==> src/hdl/mmtp_pkg.sv <==
// Shared types, constants and lookup functions of the music macro tune parser.
// No dependencies; the top level and the divider import this package.
package mmtp_pkg;

  localparam int unsigned DivW     = 28;
  localparam int unsigned DivCntW  = $clog2(DivW);
  localparam int unsigned PeriodW  = 23;
  localparam int unsigned DurW     = 24;
  localparam logic [DivW-1:0] WholeUs  = 28'd240000000;
  localparam logic [DurW:0]   DurMax   = 25'd16000000;
  localparam logic [4:0]      MaxDots  = 5'd31;
  // Reciprocal of 100 scaled by 2^22; exact for products below 2^15.
  localparam logic [15:0]     LoudRecip = 16'd41944;
  localparam int unsigned     LoudShift = 22;
  localparam logic [7:0]      LoudMax  = 8'd255;
  localparam logic [7:0]      TempoMin = 8'd32;
  localparam logic [7:0]      NoteMax  = 8'd84;
  localparam logic [2:0]      OctMax   = 3'd6;

  typedef enum logic [1:0] {
    FUNC_START = 2'd0,
    FUNC_CHAR  = 2'd1,
    FUNC_END   = 2'd2,
    FUNC_NONE  = 2'd3
  } func_e;

  typedef enum logic [1:0] {
    KIND_TONE  = 2'd0,
    KIND_SIL   = 2'd1,
    KIND_ERROR = 2'd2,
    KIND_END   = 2'd3
  } kind_e;

  typedef enum logic [2:0] {
    PH_IDLE,
    PH_READY,
    PH_MODE,
    PH_ACC,
    PH_NUM,
    PH_DOTS
  } phase_e;

  typedef enum logic [2:0] {
    CMD_NONE,
    CMD_V,
    CMD_L,
    CMD_O,
    CMD_T,
    CMD_N,
    CMD_R,
    CMD_A
  } cmd_e;

  typedef enum logic [1:0] {
    ART_NORMAL   = 2'd0,
    ART_LEGATO   = 2'd1,
    ART_STACCATO = 2'd2
  } artic_e;

  typedef struct packed {
    logic [1:0]  kind;
    logic [6:0]  note_index;
    logic [16:0] freq_q4;
    logic [7:0]  loudness;
    logic [23:0] duration_us;
    logic        repeat_requested;
  } res_t;

  // Semitone of a note letter within its octave, letters A to G.
  function automatic logic [3:0] letter_semitone(input logic [2:0] idx);
    logic [3:0] s;
    unique case (idx)
      3'd0:    s = 4'd9;
      3'd1:    s = 4'd11;
      3'd2:    s = 4'd0;
      3'd3:    s = 4'd2;
      3'd4:    s = 4'd4;
      3'd5:    s = 4'd5;
      3'd6:    s = 4'd7;
      default: s = 4'd0;
    endcase
    return s;
  endfunction

  // Tone frequency in sixteenths of a hertz for notes 1 to 84.
  function automatic logic [16:0] note_freq(input logic [6:0] n);
    logic [16:0] f;
    case (n)
      7'd1:  f = 17'd1047;   7'd2:  f = 17'd1109;   7'd3:  f = 17'd1175;
      7'd4:  f = 17'd1245;   7'd5:  f = 17'd1319;   7'd6:  f = 17'd1397;
      7'd7:  f = 17'd1480;   7'd8:  f = 17'd1568;   7'd9:  f = 17'd1661;
      7'd10: f = 17'd1760;   7'd11: f = 17'd1865;   7'd12: f = 17'd1976;
      7'd13: f = 17'd2093;   7'd14: f = 17'd2217;   7'd15: f = 17'd2349;
      7'd16: f = 17'd2489;   7'd17: f = 17'd2637;   7'd18: f = 17'd2794;
      7'd19: f = 17'd2960;   7'd20: f = 17'd3136;   7'd21: f = 17'd3322;
      7'd22: f = 17'd3520;   7'd23: f = 17'd3729;   7'd24: f = 17'd3951;
      7'd25: f = 17'd4186;   7'd26: f = 17'd4435;   7'd27: f = 17'd4699;
      7'd28: f = 17'd4978;   7'd29: f = 17'd5274;   7'd30: f = 17'd5588;
      7'd31: f = 17'd5920;   7'd32: f = 17'd6272;   7'd33: f = 17'd6645;
      7'd34: f = 17'd7040;   7'd35: f = 17'd7459;   7'd36: f = 17'd7902;
      7'd37: f = 17'd8372;   7'd38: f = 17'd8870;   7'd39: f = 17'd9397;
      7'd40: f = 17'd9956;   7'd41: f = 17'd10548;  7'd42: f = 17'd11175;
      7'd43: f = 17'd11840;  7'd44: f = 17'd12544;  7'd45: f = 17'd13290;
      7'd46: f = 17'd14080;  7'd47: f = 17'd14917;  7'd48: f = 17'd15804;
      7'd49: f = 17'd16744;  7'd50: f = 17'd17740;  7'd51: f = 17'd18795;
      7'd52: f = 17'd19912;  7'd53: f = 17'd21096;  7'd54: f = 17'd22351;
      7'd55: f = 17'd23680;  7'd56: f = 17'd25088;  7'd57: f = 17'd26580;
      7'd58: f = 17'd28160;  7'd59: f = 17'd29834;  7'd60: f = 17'd31609;
      7'd61: f = 17'd33488;  7'd62: f = 17'd35479;  7'd63: f = 17'd37589;
      7'd64: f = 17'd39824;  7'd65: f = 17'd42192;  7'd66: f = 17'd44701;
      7'd67: f = 17'd47359;  7'd68: f = 17'd50175;  7'd69: f = 17'd53159;
      7'd70: f = 17'd56320;  7'd71: f = 17'd59669;  7'd72: f = 17'd63217;
      7'd73: f = 17'd66976;  7'd74: f = 17'd70959;  7'd75: f = 17'd75178;
      7'd76: f = 17'd79649;  7'd77: f = 17'd84385;  7'd78: f = 17'd89402;
      7'd79: f = 17'd94719;  7'd80: f = 17'd100351; 7'd81: f = 17'd106318;
      7'd82: f = 17'd112640; 7'd83: f = 17'd119338; 7'd84: f = 17'd126434;
      default: f = 17'd0;
    endcase
    return f;
  endfunction

endpackage

==> src/hdl/mmtp_if.sv <==
// Valid/ready channel interfaces: tune characters in, events out, volume writes.
// Depends on nothing.
interface mmtp_in_if;
  logic       valid;
  logic       ready;
  logic [1:0] func;
  logic [7:0] char_code;
  modport source (output valid, func, char_code, input ready);
  modport sink (input valid, func, char_code, output ready);
endinterface

interface mmtp_out_if;
  logic        valid;
  logic        ready;
  logic [1:0]  kind;
  logic [6:0]  note_index;
  logic [16:0] freq_q4;
  logic [7:0]  loudness;
  logic [23:0] duration_us;
  logic        repeat_requested;
  logic        last;
  modport source (output valid, kind, note_index, freq_q4, loudness, duration_us,
                  repeat_requested, last, input ready);
  modport sink (input valid, kind, note_index, freq_q4, loudness, duration_us,
                repeat_requested, last, output ready);
endinterface

interface mmtp_cfg_if;
  logic       valid;
  logic       ready;
  logic [6:0] data;
  modport source (output valid, data, input ready);
  modport sink (input valid, data, output ready);
endinterface

==> src/hdl/music_macro_tune_parser_unit.sv <==
// Top level of the music macro tune parser: parse sequencer, event buffer, volume register.
// Depends on mmtp_pkg, the channel interfaces in mmtp_if and the divider mmtp_div.

// Characters are taken one per request while the parser is idle. A character that finishes
// a note or rest runs the shared divider twice (whole note by tempo, then by length), then
// adds the extension once per dot, then for a tone scales the loudness. Up to three events
// are buffered and then drained, one per accepted request; the parser takes no new
// character until the last of them is gone.
module music_macro_tune_parser_unit import mmtp_pkg::*; (
  input  logic clk_i,
  input  logic rst_ni,
  mmtp_in_if.sink    tune_i,
  mmtp_out_if.source evt_o,
  mmtp_cfg_if.sink   cfg_i
);

  typedef enum logic [11:0] {
    S_IDLE  = 12'b0000_0000_0001,
    S_FEED  = 12'b0000_0000_0010,
    S_DIVT  = 12'b0000_0000_0100,
    S_WAITT = 12'b0000_0000_1000,
    S_DIVL  = 12'b0000_0001_0000,
    S_WAITL = 12'b0000_0010_0000,
    S_ARTIC = 12'b0000_0100_0000,
    S_DOTS  = 12'b0000_1000_0000,
    S_LOUDS = 12'b0001_0000_0000,
    S_LOUDW = 12'b0010_0000_0000,
    S_GAP   = 12'b0100_0000_0000,
    S_DRAIN = 12'b1000_0000_0000
  } state_e;

  state_e             state_q, state_d;
  phase_e             phase_q, phase_d;
  cmd_e               cmd_q, cmd_d;
  artic_e             artic_q, artic_d;
  logic [7:0]         acc_q, acc_d;
  logic [4:0]         dots_q, dots_d;
  logic [7:0]         tempo_q, tempo_d;
  logic [7:0]         dlen_q, dlen_d;
  logic [2:0]         oct_q, oct_d;
  logic [7:0]         vol_q, vol_d;
  logic               rep_q, rep_d;
  logic [6:0]         note_q, note_d;
  logic               halted_q, halted_d;
  logic [6:0]         pct_q;
  logic [7:0]         c_q, c_d;
  logic [PeriodW-1:0] period_q, period_d;
  logic [PeriodW-1:0] gap_q, gap_d;
  logic [DurW:0]      base_q, base_d;
  logic [DurW-1:0]    ext_q, ext_d;
  logic [4:0]         dcnt_q, dcnt_d;
  logic [14:0]        prod_q, prod_d;
  res_t               res_q [3];
  res_t               res_d [3];
  logic [1:0]         cnt_q, cnt_d;

  logic               push;
  res_t               push_val;
  logic               div_start, div_done;
  logic [DivW-1:0]    div_dividend, div_quot;
  logic [7:0]         div_divisor;
  logic [14:0]        vol_prod;
  logic [30:0]        loud_mul;
  logic [7:0]         c_up, c, len;
  logic               is_digit, fin_done;
  logic [3:0]         digit;
  logic [2:0]         letter;
  logic [DurW:0]      dot_sum, art_base;
  logic [PeriodW-1:0] art_gap;
  logic [8:0]         loud_full;

  mmtp_div u_div (
    .clk_i      (clk_i),
    .rst_ni     (rst_ni),
    .start_i    (div_start),
    .dividend_i (div_dividend),
    .divisor_i  (div_divisor),
    .done_o     (div_done),
    .quot_o     (div_quot)
  );

  assign c        = c_q;
  assign is_digit = (c >= "0") && (c <= "9");
  assign digit    = 4'(c - "0");
  assign letter   = 3'(c - "A");
  assign c_up     = ((tune_i.char_code >= "a") && (tune_i.char_code <= "z")) ?
                    8'(tune_i.char_code - 8'd32) : tune_i.char_code;
  assign len      = ((cmd_q == CMD_R) && (acc_q == 8'd0)) ? 8'd1 : acc_q;
  assign vol_prod = vol_q * pct_q;
  assign dot_sum  = base_q + {1'b0, ext_q};
  // The registered product is divided by 100 through the scaled reciprocal.
  assign loud_mul  = prod_q * LoudRecip;
  assign loud_full = 9'(loud_mul >> LoudShift);

  always_comb begin
    art_gap = '0;
    if (cmd_q != CMD_R) begin
      unique case (artic_q)
        ART_STACCATO: art_gap = period_q >> 2;
        ART_LEGATO:   art_gap = '0;
        default:      art_gap = period_q >> 3;
      endcase
    end
    art_base = (DurW+1)'(period_q - art_gap);
  end

  always_comb begin
    div_start    = 1'b0;
    div_dividend = WholeUs;
    div_divisor  = tempo_q;
    unique case (state_q)
      S_DIVT: div_start = 1'b1;
      S_DIVL: begin
        div_start    = 1'b1;
        div_dividend = DivW'(period_q);
        div_divisor  = len;
      end
      default: ;
    endcase
  end

  always_comb begin
    state_d  = state_q;
    phase_d  = phase_q;
    cmd_d    = cmd_q;
    artic_d  = artic_q;
    acc_d    = acc_q;
    dots_d   = dots_q;
    tempo_d  = tempo_q;
    dlen_d   = dlen_q;
    oct_d    = oct_q;
    vol_d    = vol_q;
    rep_d    = rep_q;
    note_d   = note_q;
    halted_d = halted_q;
    c_d      = c_q;
    period_d = period_q;
    gap_d    = gap_q;
    base_d   = base_q;
    ext_d    = ext_q;
    dcnt_d   = dcnt_q;
    prod_d   = prod_q;
    res_d    = res_q;
    cnt_d    = cnt_q;
    push     = 1'b0;
    push_val = '0;
    fin_done = 1'b0;

    unique case (state_q)
      S_IDLE: begin
        if (tune_i.valid) begin
          if (tune_i.func == FUNC_START) begin
            phase_d  = PH_READY;
            cmd_d    = CMD_NONE;
            acc_d    = '0;
            dots_d   = '0;
            tempo_d  = 8'd120;
            dlen_d   = 8'd4;
            oct_d    = 3'd4;
            vol_d    = 8'd255;
            artic_d  = ART_NORMAL;
            rep_d    = 1'b0;
            note_d   = '0;
            halted_d = 1'b0;
          end else if (!halted_q && tune_i.func == FUNC_END) begin
            c_d     = 8'd0;
            state_d = S_FEED;
          end else if (!halted_q && tune_i.func == FUNC_CHAR) begin
            if (!(c_up == 8'd32 || (c_up >= 8'd9 && c_up <= 8'd13))) begin
              c_d     = c_up;
              state_d = S_FEED;
            end
          end
        end
      end

      S_FEED: begin
        // One pass of the character parser; passes that reparse the same
        // character stay in this state with the new phase.
        unique case (phase_q)
          PH_READY: begin
            fin_done = 1'b1;
            if (c == 8'd0) begin
              push     = 1'b1;
              push_val.kind = KIND_END;
              push_val.repeat_requested = rep_q;
              halted_d = 1'b1;
              phase_d  = PH_IDLE;
            end else begin
              acc_d  = '0;
              dots_d = '0;
              priority case (1'b1)
                c == "V": begin cmd_d = CMD_V; phase_d = PH_NUM; end
                c == "L": begin cmd_d = CMD_L; phase_d = PH_NUM; end
                c == "O": begin cmd_d = CMD_O; phase_d = PH_NUM; end
                c == "T": begin cmd_d = CMD_T; phase_d = PH_NUM; end
                c == "N": begin cmd_d = CMD_N; phase_d = PH_NUM; end
                c == "R" || c == "P": begin cmd_d = CMD_R; phase_d = PH_NUM; end
                c == "<": if (oct_q != 3'd0) oct_d = oct_q - 1'b1;
                c == ">": if (oct_q < OctMax) oct_d = oct_q + 1'b1;
                c == "M": phase_d = PH_MODE;
                c >= "A" && c <= "G": begin
                  cmd_d   = CMD_A;
                  note_d  = 7'(letter_semitone(letter)) + {1'b0, oct_q, 3'b000}
                            + {2'b00, oct_q, 2'b00} + 7'd1;
                  phase_d = PH_ACC;
                end
                default: begin
                  push = 1'b1; push_val.kind = KIND_ERROR;
                  halted_d = 1'b1; phase_d = PH_IDLE;
                end
              endcase
            end
          end
          PH_MODE: begin
            fin_done = 1'b1;
            phase_d  = PH_READY;
            priority case (1'b1)
              c == "N": artic_d = ART_NORMAL;
              c == "L": artic_d = ART_LEGATO;
              c == "S": artic_d = ART_STACCATO;
              c == "F": rep_d = 1'b0;
              c == "B": rep_d = 1'b1;
              default: begin
                push = 1'b1; push_val.kind = KIND_ERROR;
                halted_d = 1'b1; phase_d = PH_IDLE;
              end
            endcase
          end
          PH_ACC: begin
            phase_d = PH_NUM;
            acc_d   = '0;
            if (c == "#" || c == "+") begin
              fin_done = 1'b1;
              if (note_q < 7'(NoteMax)) note_d = note_q + 1'b1;
            end else if (c == "-") begin
              fin_done = 1'b1;
              if (note_q > 7'd1) note_d = note_q - 1'b1;
            end
          end
          PH_NUM: begin
            if (is_digit) begin
              fin_done = 1'b1;
              acc_d = 8'({acc_q, 3'b000} + {acc_q, 1'b0} + {4'b0, digit});
            end else begin
              phase_d = PH_READY;
              unique case (cmd_q)
                CMD_V: vol_d = acc_q;
                CMD_L: begin
                  if (acc_q == 8'd0) begin
                    fin_done = 1'b1; push = 1'b1; push_val.kind = KIND_ERROR;
                    halted_d = 1'b1; phase_d = PH_IDLE;
                  end else begin
                    dlen_d = acc_q;
                  end
                end
                CMD_O: oct_d = (acc_q > 8'(OctMax)) ? OctMax : acc_q[2:0];
                CMD_T: begin
                  if (acc_q < TempoMin) begin
                    fin_done = 1'b1; push = 1'b1; push_val.kind = KIND_ERROR;
                    halted_d = 1'b1; phase_d = PH_IDLE;
                  end else begin
                    tempo_d = acc_q;
                  end
                end
                CMD_N: begin
                  if (acc_q > NoteMax) begin
                    fin_done = 1'b1; push = 1'b1; push_val.kind = KIND_ERROR;
                    halted_d = 1'b1; phase_d = PH_IDLE;
                  end else begin
                    if (acc_q == 8'd0) begin
                      cmd_d = CMD_R;
                      acc_d = '0;
                    end else begin
                      cmd_d  = CMD_A;
                      note_d = acc_q[6:0];
                      acc_d  = dlen_q;
                    end
                    dots_d  = '0;
                    phase_d = PH_DOTS;
                  end
                end
                CMD_R: begin
                  dots_d  = '0;
                  phase_d = PH_DOTS;
                end
                CMD_A: begin
                  if (acc_q == 8'd0) acc_d = dlen_q;
                  dots_d  = '0;
                  phase_d = PH_DOTS;
                end
                default: ;
              endcase
            end
          end
          PH_DOTS: begin
            if (c == ".") begin
              fin_done = 1'b1;
              if (dots_q < MaxDots) dots_d = dots_q + 1'b1;
            end else begin
              phase_d = PH_READY;
              state_d = S_DIVT;
            end
          end
          default: fin_done = 1'b1;
        endcase
      end

      S_DIVT:  state_d = S_WAITT;
      S_WAITT: begin
        if (div_done) begin
          period_d = div_quot[PeriodW-1:0];
          state_d  = S_DIVL;
        end
      end
      S_DIVL:  state_d = S_WAITL;
      S_WAITL: begin
        if (div_done) begin
          period_d = div_quot[PeriodW-1:0];
          state_d  = S_ARTIC;
        end
      end
      S_ARTIC: begin
        gap_d   = art_gap;
        base_d  = art_base;
        ext_d   = art_base[DurW:1];
        dcnt_d  = dots_q;
        state_d = S_DOTS;
      end
      S_DOTS: begin
        // Each dot adds the current extension, which halves for the next dot.
        if (dcnt_q == 5'd0) begin
          if (cmd_q == CMD_R) begin
            push = 1'b1;
            push_val.kind = KIND_SIL;
            push_val.duration_us = base_q[DurW-1:0];
            state_d = S_FEED;
          end else begin
            state_d = S_LOUDS;
          end
        end else begin
          base_d = (dot_sum > DurMax) ? DurMax : dot_sum;
          ext_d  = ext_q >> 1;
          dcnt_d = dcnt_q - 1'b1;
        end
      end
      S_LOUDS: begin
        prod_d  = vol_prod;
        state_d = S_LOUDW;
      end
      S_LOUDW: begin
        push = (note_q >= 7'd1) && (note_q <= 7'(NoteMax));
        push_val.kind        = KIND_TONE;
        push_val.note_index  = note_q;
        push_val.freq_q4     = note_freq(note_q);
        push_val.loudness    = (loud_full > 9'(LoudMax)) ? LoudMax : loud_full[7:0];
        push_val.duration_us = base_q[DurW-1:0];
        state_d = (gap_q != '0) ? S_GAP : S_FEED;
      end
      S_GAP: begin
        push = 1'b1;
        push_val.kind = KIND_SIL;
        push_val.duration_us = DurW'(gap_q);
        state_d = S_FEED;
      end
      S_DRAIN: begin
        if (evt_o.ready) begin
          res_d[0] = res_q[1];
          res_d[1] = res_q[2];
          cnt_d    = cnt_q - 1'b1;
          if (cnt_q == 2'd1) state_d = S_IDLE;
        end
      end
      default: state_d = S_IDLE;
    endcase

    if (push && cnt_q != 2'd3) begin
      res_d[cnt_q] = push_val;
      cnt_d        = cnt_q + 1'b1;
    end
    if (fin_done) state_d = (cnt_d != 2'd0) ? S_DRAIN : S_IDLE;
  end

  always_ff @(posedge clk_i or negedge rst_ni) begin
    if (!rst_ni) begin
      state_q  <= S_IDLE;
      phase_q  <= PH_IDLE;
      cmd_q    <= CMD_NONE;
      artic_q  <= ART_NORMAL;
      acc_q    <= '0;
      dots_q   <= '0;
      tempo_q  <= 8'd120;
      dlen_q   <= 8'd4;
      oct_q    <= 3'd4;
      vol_q    <= 8'd255;
      rep_q    <= 1'b0;
      note_q   <= '0;
      halted_q <= 1'b1;
      pct_q    <= 7'd100;
      cnt_q    <= '0;
    end else begin
      state_q  <= state_d;
      phase_q  <= phase_d;
      cmd_q    <= cmd_d;
      artic_q  <= artic_d;
      acc_q    <= acc_d;
      dots_q   <= dots_d;
      tempo_q  <= tempo_d;
      dlen_q   <= dlen_d;
      oct_q    <= oct_d;
      vol_q    <= vol_d;
      rep_q    <= rep_d;
      note_q   <= note_d;
      halted_q <= halted_d;
      cnt_q    <= cnt_d;
      if (cfg_i.valid) pct_q <= cfg_i.data;
    end
  end

  always_ff @(posedge clk_i) begin
    c_q      <= c_d;
    period_q <= period_d;
    gap_q    <= gap_d;
    base_q   <= base_d;
    ext_q    <= ext_d;
    dcnt_q   <= dcnt_d;
    prod_q   <= prod_d;
    res_q    <= res_d;
  end

  assign tune_i.ready = (state_q == S_IDLE);
  assign cfg_i.ready  = 1'b1;

  assign evt_o.valid            = (state_q == S_DRAIN);
  assign evt_o.kind             = res_q[0].kind;
  assign evt_o.note_index       = res_q[0].note_index;
  assign evt_o.freq_q4          = res_q[0].freq_q4;
  assign evt_o.loudness         = res_q[0].loudness;
  assign evt_o.duration_us      = res_q[0].duration_us;
  assign evt_o.repeat_requested = res_q[0].repeat_requested;
  assign evt_o.last             = (cnt_q == 2'd1);

`ifndef SYNTHESIS
  a_drain_has_data: assert property (@(posedge clk_i) disable iff (!rst_ni)
    evt_o.valid |-> cnt_q != 2'd0) else $error("event offered from an empty buffer");
  a_idle_empty: assert property (@(posedge clk_i) disable iff (!rst_ni)
    state_q == S_IDLE |-> cnt_q == 2'd0) else $error("parser idle with events left");
  a_last_ends: assert property (@(posedge clk_i) disable iff (!rst_ni)
    evt_o.valid && evt_o.ready && evt_o.last |=> state_q == S_IDLE)
    else $error("parser not idle after final event");
  a_div_request: assert property (@(posedge clk_i) disable iff (!rst_ni)
    div_start |=> !div_done) else $error("divider done right after start");
`endif

endmodule

==> src/hdl/mmtp_div.sv <==
// Shared restoring divider, one quotient bit per cycle, 8-bit divisor.
// Depends on mmtp_pkg.
module mmtp_div import mmtp_pkg::*; (
  input  logic            clk_i,
  input  logic            rst_ni,
  input  logic            start_i,
  input  logic [DivW-1:0] dividend_i,
  input  logic [7:0]      divisor_i,
  output logic            done_o,
  output logic [DivW-1:0] quot_o
);

  logic               busy_q, busy_d;
  logic               done_q, done_d;
  logic [DivCntW-1:0] cnt_q, cnt_d;
  logic [7:0]         rem_q, rem_d;
  logic [7:0]         dsr_q, dsr_d;
  logic [DivW-1:0]    quo_q, quo_d;
  logic [8:0]         trial;
  logic               ge;

  assign trial = {rem_q, quo_q[DivW-1]};
  assign ge    = trial >= {1'b0, dsr_q};

  always_comb begin
    busy_d = busy_q;
    done_d = 1'b0;
    cnt_d  = cnt_q;
    rem_d  = rem_q;
    dsr_d  = dsr_q;
    quo_d  = quo_q;
    if (start_i) begin
      busy_d = 1'b1;
      cnt_d  = '0;
      rem_d  = '0;
      dsr_d  = divisor_i;
      quo_d  = dividend_i;
    end else if (busy_q) begin
      // The remainder stays below the divisor, so the trial fits nine bits.
      rem_d = ge ? 8'(trial - {1'b0, dsr_q}) : trial[7:0];
      quo_d = {quo_q[DivW-2:0], ge};
      cnt_d = cnt_q + 1'b1;
      if (cnt_q == DivCntW'(DivW - 1)) begin
        busy_d = 1'b0;
        done_d = 1'b1;
      end
    end
  end

  always_ff @(posedge clk_i or negedge rst_ni) begin
    if (!rst_ni) begin
      busy_q <= 1'b0;
      done_q <= 1'b0;
      cnt_q  <= '0;
    end else begin
      busy_q <= busy_d;
      done_q <= done_d;
      cnt_q  <= cnt_d;
    end
  end

  always_ff @(posedge clk_i) begin
    rem_q <= rem_d;
    dsr_q <= dsr_d;
    quo_q <= quo_d;
  end

  assign done_o = done_q;
  assign quot_o = quo_q;

endmodule
==> src/flat_wrapper.sv <==
// flat-port wrapper written by rule: the top's interface ports become plain ports
module music_macro_tune_parser_unit_flat import mmtp_pkg::*;
  (clk_i, rst_ni, tune_i_valid, tune_i_func, tune_i_char_code, tune_i_ready, evt_o_valid, evt_o_kind, evt_o_note_index, evt_o_freq_q4, evt_o_loudness, evt_o_duration_us, evt_o_repeat_requested, evt_o_last, evt_o_ready, cfg_i_valid, cfg_i_data, cfg_i_ready);
  mmtp_in_if tune_i_i ();
  mmtp_out_if evt_o_i ();
  mmtp_cfg_if cfg_i_i ();
  input  logic clk_i;
  input  logic rst_ni;
  input wire logic [$bits(tune_i_i.valid)-1:0] tune_i_valid;
  input wire logic [$bits(tune_i_i.func)-1:0] tune_i_func;
  input wire logic [$bits(tune_i_i.char_code)-1:0] tune_i_char_code;
  output wire logic [$bits(tune_i_i.ready)-1:0] tune_i_ready;
  output wire logic [$bits(evt_o_i.valid)-1:0] evt_o_valid;
  output wire logic [$bits(evt_o_i.kind)-1:0] evt_o_kind;
  output wire logic [$bits(evt_o_i.note_index)-1:0] evt_o_note_index;
  output wire logic [$bits(evt_o_i.freq_q4)-1:0] evt_o_freq_q4;
  output wire logic [$bits(evt_o_i.loudness)-1:0] evt_o_loudness;
  output wire logic [$bits(evt_o_i.duration_us)-1:0] evt_o_duration_us;
  output wire logic [$bits(evt_o_i.repeat_requested)-1:0] evt_o_repeat_requested;
  output wire logic [$bits(evt_o_i.last)-1:0] evt_o_last;
  input wire logic [$bits(evt_o_i.ready)-1:0] evt_o_ready;
  input wire logic [$bits(cfg_i_i.valid)-1:0] cfg_i_valid;
  input wire logic [$bits(cfg_i_i.data)-1:0] cfg_i_data;
  output wire logic [$bits(cfg_i_i.ready)-1:0] cfg_i_ready;
  assign tune_i_i.valid = tune_i_valid;
  assign tune_i_i.func = tune_i_func;
  assign tune_i_i.char_code = tune_i_char_code;
  assign tune_i_ready = tune_i_i.ready;
  assign evt_o_valid = evt_o_i.valid;
  assign evt_o_kind = evt_o_i.kind;
  assign evt_o_note_index = evt_o_i.note_index;
  assign evt_o_freq_q4 = evt_o_i.freq_q4;
  assign evt_o_loudness = evt_o_i.loudness;
  assign evt_o_duration_us = evt_o_i.duration_us;
  assign evt_o_repeat_requested = evt_o_i.repeat_requested;
  assign evt_o_last = evt_o_i.last;
  assign evt_o_i.ready = evt_o_ready;
  assign cfg_i_i.valid = cfg_i_valid;
  assign cfg_i_i.data = cfg_i_data;
  assign cfg_i_ready = cfg_i_i.ready;
  music_macro_tune_parser_unit u_core (.clk_i(clk_i), .rst_ni(rst_ni), .tune_i(tune_i_i), .evt_o(evt_o_i), .cfg_i(cfg_i_i));
endmodule
==> config.mk <==
export PLATFORM = sky130hd
export DESIGN_NAME = music_macro_tune_parser_unit_flat
export DESIGN_NICKNAME = d
export VERILOG_FILES = /design/src/hdl/mmtp_pkg.sv /design/src/hdl/mmtp_if.sv /design/src/hdl/music_macro_tune_parser_unit.sv /design/src/hdl/mmtp_div.sv /design/src/flat_wrapper.sv
export SDC_FILE = /design/constraint.sdc
export NUM_CORES = 2
export LEC_CHECK = 0
export BUFFER_PORTS_ARGS = -buffer_cell sky130_fd_sc_hd__buf_2
export CAP_MARGIN = 10
export CORE_AREA = 3 3 228 230
export DETAILED_ROUTE_END_ITERATION = 6
export DIE_AREA = 0 0 231 233
export PLACE_DENSITY_LB_ADDON = 0.3
export SLEW_MARGIN = 10
export SYNTH_ARGS = -nofsm -noshare
export SYNTH_HDL_FRONTEND = slang
export SYNTH_SLANG_ARGS = --single-unit
==> constraint.sdc <==
create_clock -name clk_i -period 6.45 [get_ports clk_i]
set_clock_uncertainty 0.1 [all_clocks]
set_input_delay 1.29 -clock clk_i [delete_from_list [all_inputs] [get_ports clk_i]]
set_output_delay 1.29 -clock clk_i [all_outputs]
set_load 0.03 [all_outputs]
* Yosys cells after proc, flatten, opt, wreduce, memory -nomap -nowiden *
Memories as Yosys holds them, arrays and structs flattened.
Cells that the tools add are included.

storage, ports and cells
  latch bits = 0
  bits in writable memories = 0
  output and inout bits = 63
  word-level logic and storage cells = 574
  input port bits = 22
  memory bits (read-only) = 2176
  flip-flop bits (word level) = 429
  memories = 1

memories
  memory            depth  width  rd ports  clocked after memory_dff  wr ports  line            text
  (name not given)  128    17     1         0                         0         mmtp_pkg.sv:88  case (n)

operators by class
  divide/modulo/power cells = 0
  reductions and logical operators = 45
  multiplexer cells = 295
  shift-type cells = 0
  bitwise operators = 2
  equality and inequality tests = 141
  add/sub/neg operators = 20
  $mul = 2
  order comparisons = 22

operator list
  kind                count
  $mux 8              30
  $mux 118            2
  $bwmux 177          1
  $mux 177            1
  $mux 12             14
  $mux 3              51
  $mux 7              21
  $pmux 12 s12        1
  $demux 59 s2        1
  $eq 8x7->1 const B  11
  $mux 28             3
  $pmux 8 s2          5
  $mux 24             3
  $pmux 24 s3         1
  $mux 1              70
  $ne 3x3->1 const B  23
  $mux 2              31
  $mux 59             1
  $eq 8x6->1 const B  7
  $mux 4              13
  $ne 4x3->1 const B  13
  $mux 25             2
  $mux 5              10
  $pmux 25 s2         1
  other kinds (114)   211

* Logic depth before layout (Yosys ltp) *
  word-level depth = 32
  mapped depth = 20
  mapped depth without buffers = 20

* Hierarchy *
Synthesis repeated with hierarchy kept, for this count alone.

unflattened totals
  cell total of the unflattened synthesis = 3261
  area, all modules = 30266.5 um2

modules (own cells, without submodules)
  module                        cells an instance  area an instance (um2)  times used
  music_macro_tune_parser_unit  3071               27766.6                 1
  mmtp_div                      190                2499.9                  1

* Worst setup path after synthesis *
No wires, ideal clock.

  kind = register to register
  start = reg u_core.state_q[5]
  end = reg u_core.base_q[0], enable pin
  clock period less this slack = 5249 ps
  stages on the path, launching flop included = 8
  setup slack = 1201 ps
  arrival = 4739 ps
  library setup time = 410 ps
  cell sequence = dfrtp_1 clkbuf_1 nor2_2 nand3_1 nor2_1 nand2_1 nor4b_1 a21o_1

between the ends
  cells in the longest elaborated chain, start to end = 3
  elaborated cells on any way between the ends = 5

RTL lines
  what                                                              line                                 text
  from (decl)                                                       music_macro_tune_parser_unit.sv:32   state_e state_q, state_d;
  from (signal assigned)                                            music_macro_tune_parser_unit.sv:402  state_q <= state_d;
  $eq 12x8->1 / $eq 12x7->1 (equally long branches)                 music_macro_tune_parser_unit.sv:149  unique case (state_q)
  $ne 2x2->1 (no line) / $reduce_bool 2->1 (equally long branches)  -
  $reduce_and 2->1 (no line) (*)                                    -
  to (signal assigned)                                              music_macro_tune_parser_unit.sv:424  base_q <= base_d;
  to (decl)                                                         music_macro_tune_parser_unit.sv:49   logic [DurW:0] base_q, base_d;

Every way passes the cells marked *; elsewhere a longest branch is shown, timed or not.
A chain may end at the register's enable or synchronous reset.

==> results.sh <==
export IMPL_timing_hold_ws_ns=0.343
export IMPL_htreeDepth=2
export IMPL_crit_arrival_ns=5.88
export IMPL_ctsResizeCount=0
export IMPL_postCtsHoldBufs=0
export IMPL_peakVddDrop_mv=0.589
export IMPL_ys_warn_count=0
export IMPL_share_comb_of_total_power_pct=51.2
export IMPL_cp_max_fo=7
export IMPL_drt_iter0_drc=2219
export IMPL_fin_nets=3533
export IMPL_min_period_over_period_pct=87.7
export IMPL_cts_tree="yes"
export IMPL_switching_share_pct=41.2
export IMPL_synth_cell_type_count=89
export IMPL_cp_required_ns=6.67
export IMPL_drcViolationCount=0
export IMPL_run_status="finished clean"
export IMPL_worstSkewPairLatency_ns=0.59
export IMPL_cts_buffers=45
export IMPL_setup_viol=0
export IMPL_num_antenna_cells=0
export IMPL_hp_class="reg2reg"
export IMPL_reg2regPathDepth=19
export IMPL_path_cells="fa_1 > ha_1 > inv_1 > fa_1 > inv_1 > fa_1 > inv_1 > fa_1 > inv_1 > ha_1 > a211oi_1 > o21ai_0 > o211ai_1 > o211a_1 > o211ai_1 > a31oi_1 > xnor2_1 > o21ai_0 > inv_1"
export IMPL_clock_sinks=427
export IMPL_top_layer="met5"
export IMPL_start_kind="register"
export IMPL_max_slew_margin_pct=22.3
export IMPL_cpLargestDelayFamily="adder cells"
export IMPL_grt_setup_unrepaired="no"
export IMPL_preCtsSetupSlack_ns=0.783
export IMPL_placed_area_sq_mm=0.0303
export IMPL_syn_num_nets=3600
export IMPL_path_depth=19
export IMPL_grtUsageTotal_pct=27.7
export IMPL_design_portCount=85
export IMPL_grt_pass1_vias=23200
export IMPL_syn_cell_area_sq_mm=0.0299
export IMPL_antenna_found_initial=1
export IMPL_min_period_ns=5.66
export IMPL_synth_top_flop_cell="edfxtp_1"
export IMPL_met1_length_microns=33900
export IMPL_avgSynthCellArea_sq_um=9.19
export IMPL_final_core_util_pct=63.6
export IMPL_worst_path_buf_inv=5
export IMPL_drv_slew=0
export IMPL_fin_ws_ns=0.791
export IMPL_drive_gt1_share_pct=8.23
export IMPL_routedWlPerCell_microns=19.2
export IMPL_portBuffers=83
export IMPL_seq_area_frac_synth_pct=37.4
export IMPL_ant_nets=0
export IMPL_final_area_sq_mm=0.0319
export IMPL_synth_edff_count=216
export IMPL_end_kind="register"
export IMPL_clkPwrFrac_pct=18.5
export IMPL_p_leak_nw=13.7
export IMPL_setup_tns_ns=0
export IMPL_tightest_slew_ns=1.14
export IMPL_rr_startpoint="u_core.prod_q[12]$_DFFE_PN_"
export IMPL_grt_pass1_wl_microns=122000
export IMPL_fp_dieW_microns=231
export IMPL_num_rows=82
export IMPL_firstDrtPassIters=5
export IMPL_core_sq_mm=0.0501
export IMPL_synthTopCellsByArea="edfxtp_1, ha_1, dfxtp_1"
export IMPL_hpwl_microns=54600
export IMPL_wl_met3_microns=4930
export IMPL_finalHoldViolCount=0
export IMPL_max_freq_ghz=0.177
export IMPL_syn_instance_count=3249
export IMPL_r2r_slack_ns=0.79
export IMPL_p_seq_share_pct=30.3
export IMPL_holdPathStages=0
export IMPL_power_density_mw_per_mm2=464
export IMPL_synth_largest_area_cell="edfxtp_1"
export IMPL_totalWireLength_microns=74700
export IMPL_path_clk_slew_ns=0.06
export IMPL_grt_overflow_total=0
export IMPL_cts_path_max_buffers=3
export IMPL_path_class="reg2reg"
export IMPL_synth_seq_cells=427
export IMPL_internal_power_mw=8.68
export IMPL_grt_max_degree=79
export IMPL_post_cts_buffers=0
export IMPL_drv_cap=0
export IMPL_cp_slowest_cell="edfxtp_1"
export IMPL_synthToLayoutAreaGrowth_pct=6.63
export IMPL_start_util_pct=59.7
export IMPL_dr_wl_met2_microns=34500
export IMPL_yosys_area_top_type_share_pct=21.7
export IMPL_hold_path_end="u_core.period_q[22]$_DFFE_PP_"
export IMPL_root_buffer="clkbuf_16"
export IMPL_crit_top_cell="inv_1"
export IMPL_net_switching_power_mw=6.09
export IMPL_vias=23600
export IMPL_gp_congestion=0.952
export IMPL_max_stage_delay_ns=0.63
export IMPL_min_from="u_core.u_div.quot_o[22]$_DFFE_PP_"
export IMPL_die_y_microns=233
export IMPL_vias_per_cell=6.08
export IMPL_async_flop_share_pct=19.9
export IMPL_die_area_sq_mm=0.0538
## cell type report
cell class / instances / area (sq um)
Fill cell: 4193 / 18200
Multi-Input combinational cell: 2298 / 16500
Sequential cell: 427 / 11200
Clock buffer: 63 / 1340
Inverter: 290 / 1090
Tap cell: 672 / 841
Timing Repair Buffer: 120 / 696
Clock inverter: 20 / 254
## layout by cell type, fill, tap and decap left out, types with 29 or more instances in the layout
| cell type | count |
|---|---|
| ha_1 | 224 |
| nand3_1 | 39 |
| xor2_1 | 29 |
| xnor2_1 | 56 |
| nor3_1 | 59 |
| a21oi_1 | 199 |
| edfxtp_1 | 216 |
| buf_2 | 82 |
| nand2_1 | 390 |
| clkbuf_16 | 47 |
| inv_1 | 289 |
| o21ai_0 | 227 |
| a21o_1 | 39 |
| mux2i_1 | 73 |
| dfxtp_1 | 126 |
| a22o_1 | 43 |
| a211oi_1 | 87 |
| buf_4 | 38 |
| fa_1 | 105 |
| nor2_1 | 198 |
| and2_1 | 89 |
| dfrtp_1 | 64 |
## worst reg2reg max path, cell delays in order, from the launching register on
cell and delay [ns]:
edfxtp_1 0.63, fa_1 0.51, ha_1 0.29, inv_1 0.04
fa_1 0.48, inv_1 0.06, fa_1 0.52, inv_1 0.05
fa_1 0.55, inv_1 0.05, ha_1 0.36, a211oi_1 0.28
o21ai_0 0.14, o211ai_1 0.11, o211a_1 0.25, o211ai_1 0.14
a31oi_1 0.22, xnor2_1 0.19, o21ai_0 0.37, inv_1 0.07
## kinds of logic (layout without fill, tap and decap cells)
kind of cell             after synthesis  count (layout)  synth area share [%]
buffers and inverters                524             493                  7.70
multiplexers                          86              86                  3.01
AND/OR/NAND/NOR                      968             968                  15.4
adder cells (fa/ha/maj)              329             329                  16.4
other                                  1               1                0.0126
AO/OA/AOI/OAI                        829             829                  17.6
flip-flops                           427             427                  37.4
XOR/XNOR                              85              85                  2.49
## through the flow
stage               power [mW]  instances
CTS                       14.8       3890
floorplan                 10.4       3249
global placement          11.7       3807
global route              15.9       3890
finish                    14.8       3890
detailed placement        11.9       3807
## power groups by stage
stage	Sequential [mW]	Clock, mW	Combinational (mW)
floorplan	4.23	0	6.14
global placement	4.48	0	7.24
detailed placement	4.52	0	7.43
CTS	4.47	2.79	7.51
global route	4.56	2.90	8.49
finish	4.48	2.73	7.56
## routing by layer
metal / up-vias / track usage [%]
met2: 860 / 44.8
met4: 2 / 6.66
met5: - / 0
li1: 11300 / -
met3: 126 / 4.08
met1: 11400 / 39.5
## worst max path at each step
stage                                              from                    endpoint  slack [ns]
final                       u_core.prod_q[12]$_DFFE_PN_                    register        0.79
after global routing        u_core.prod_q[12]$_DFFE_PN_                    register        0.35
after CTS                   u_core.prod_q[12]$_DFFE_PN_                    register        0.77
after detailed placement    u_core.prod_q[12]$_DFFE_PN_                    register        0.78
after global placement      u_core.prod_q[12]$_DFFE_PN_                    register        0.95
after floorplan           u_core.state_q[5]$_DFFE_PN0P_  u_core.base_q[0]$_DFFE_PP_        1.20
## synth_stat cells (43+ instances only)
cell type,n
xnor2_1,56
nor3_1,59
ha_1,224
nand2_1,390
nor2_1,198
edfxtp_1,216
mux2i_1,73
buf_4,62
a211oi_1,87
clkbuf_1,135
and2_1,93
fa_1,105
dfxtp_1,126
a22o_1,43
a21oi_1,199
dfrtp_1,66
o21ai_0,227
inv_1,289
(Power assumes the default switching activity.)
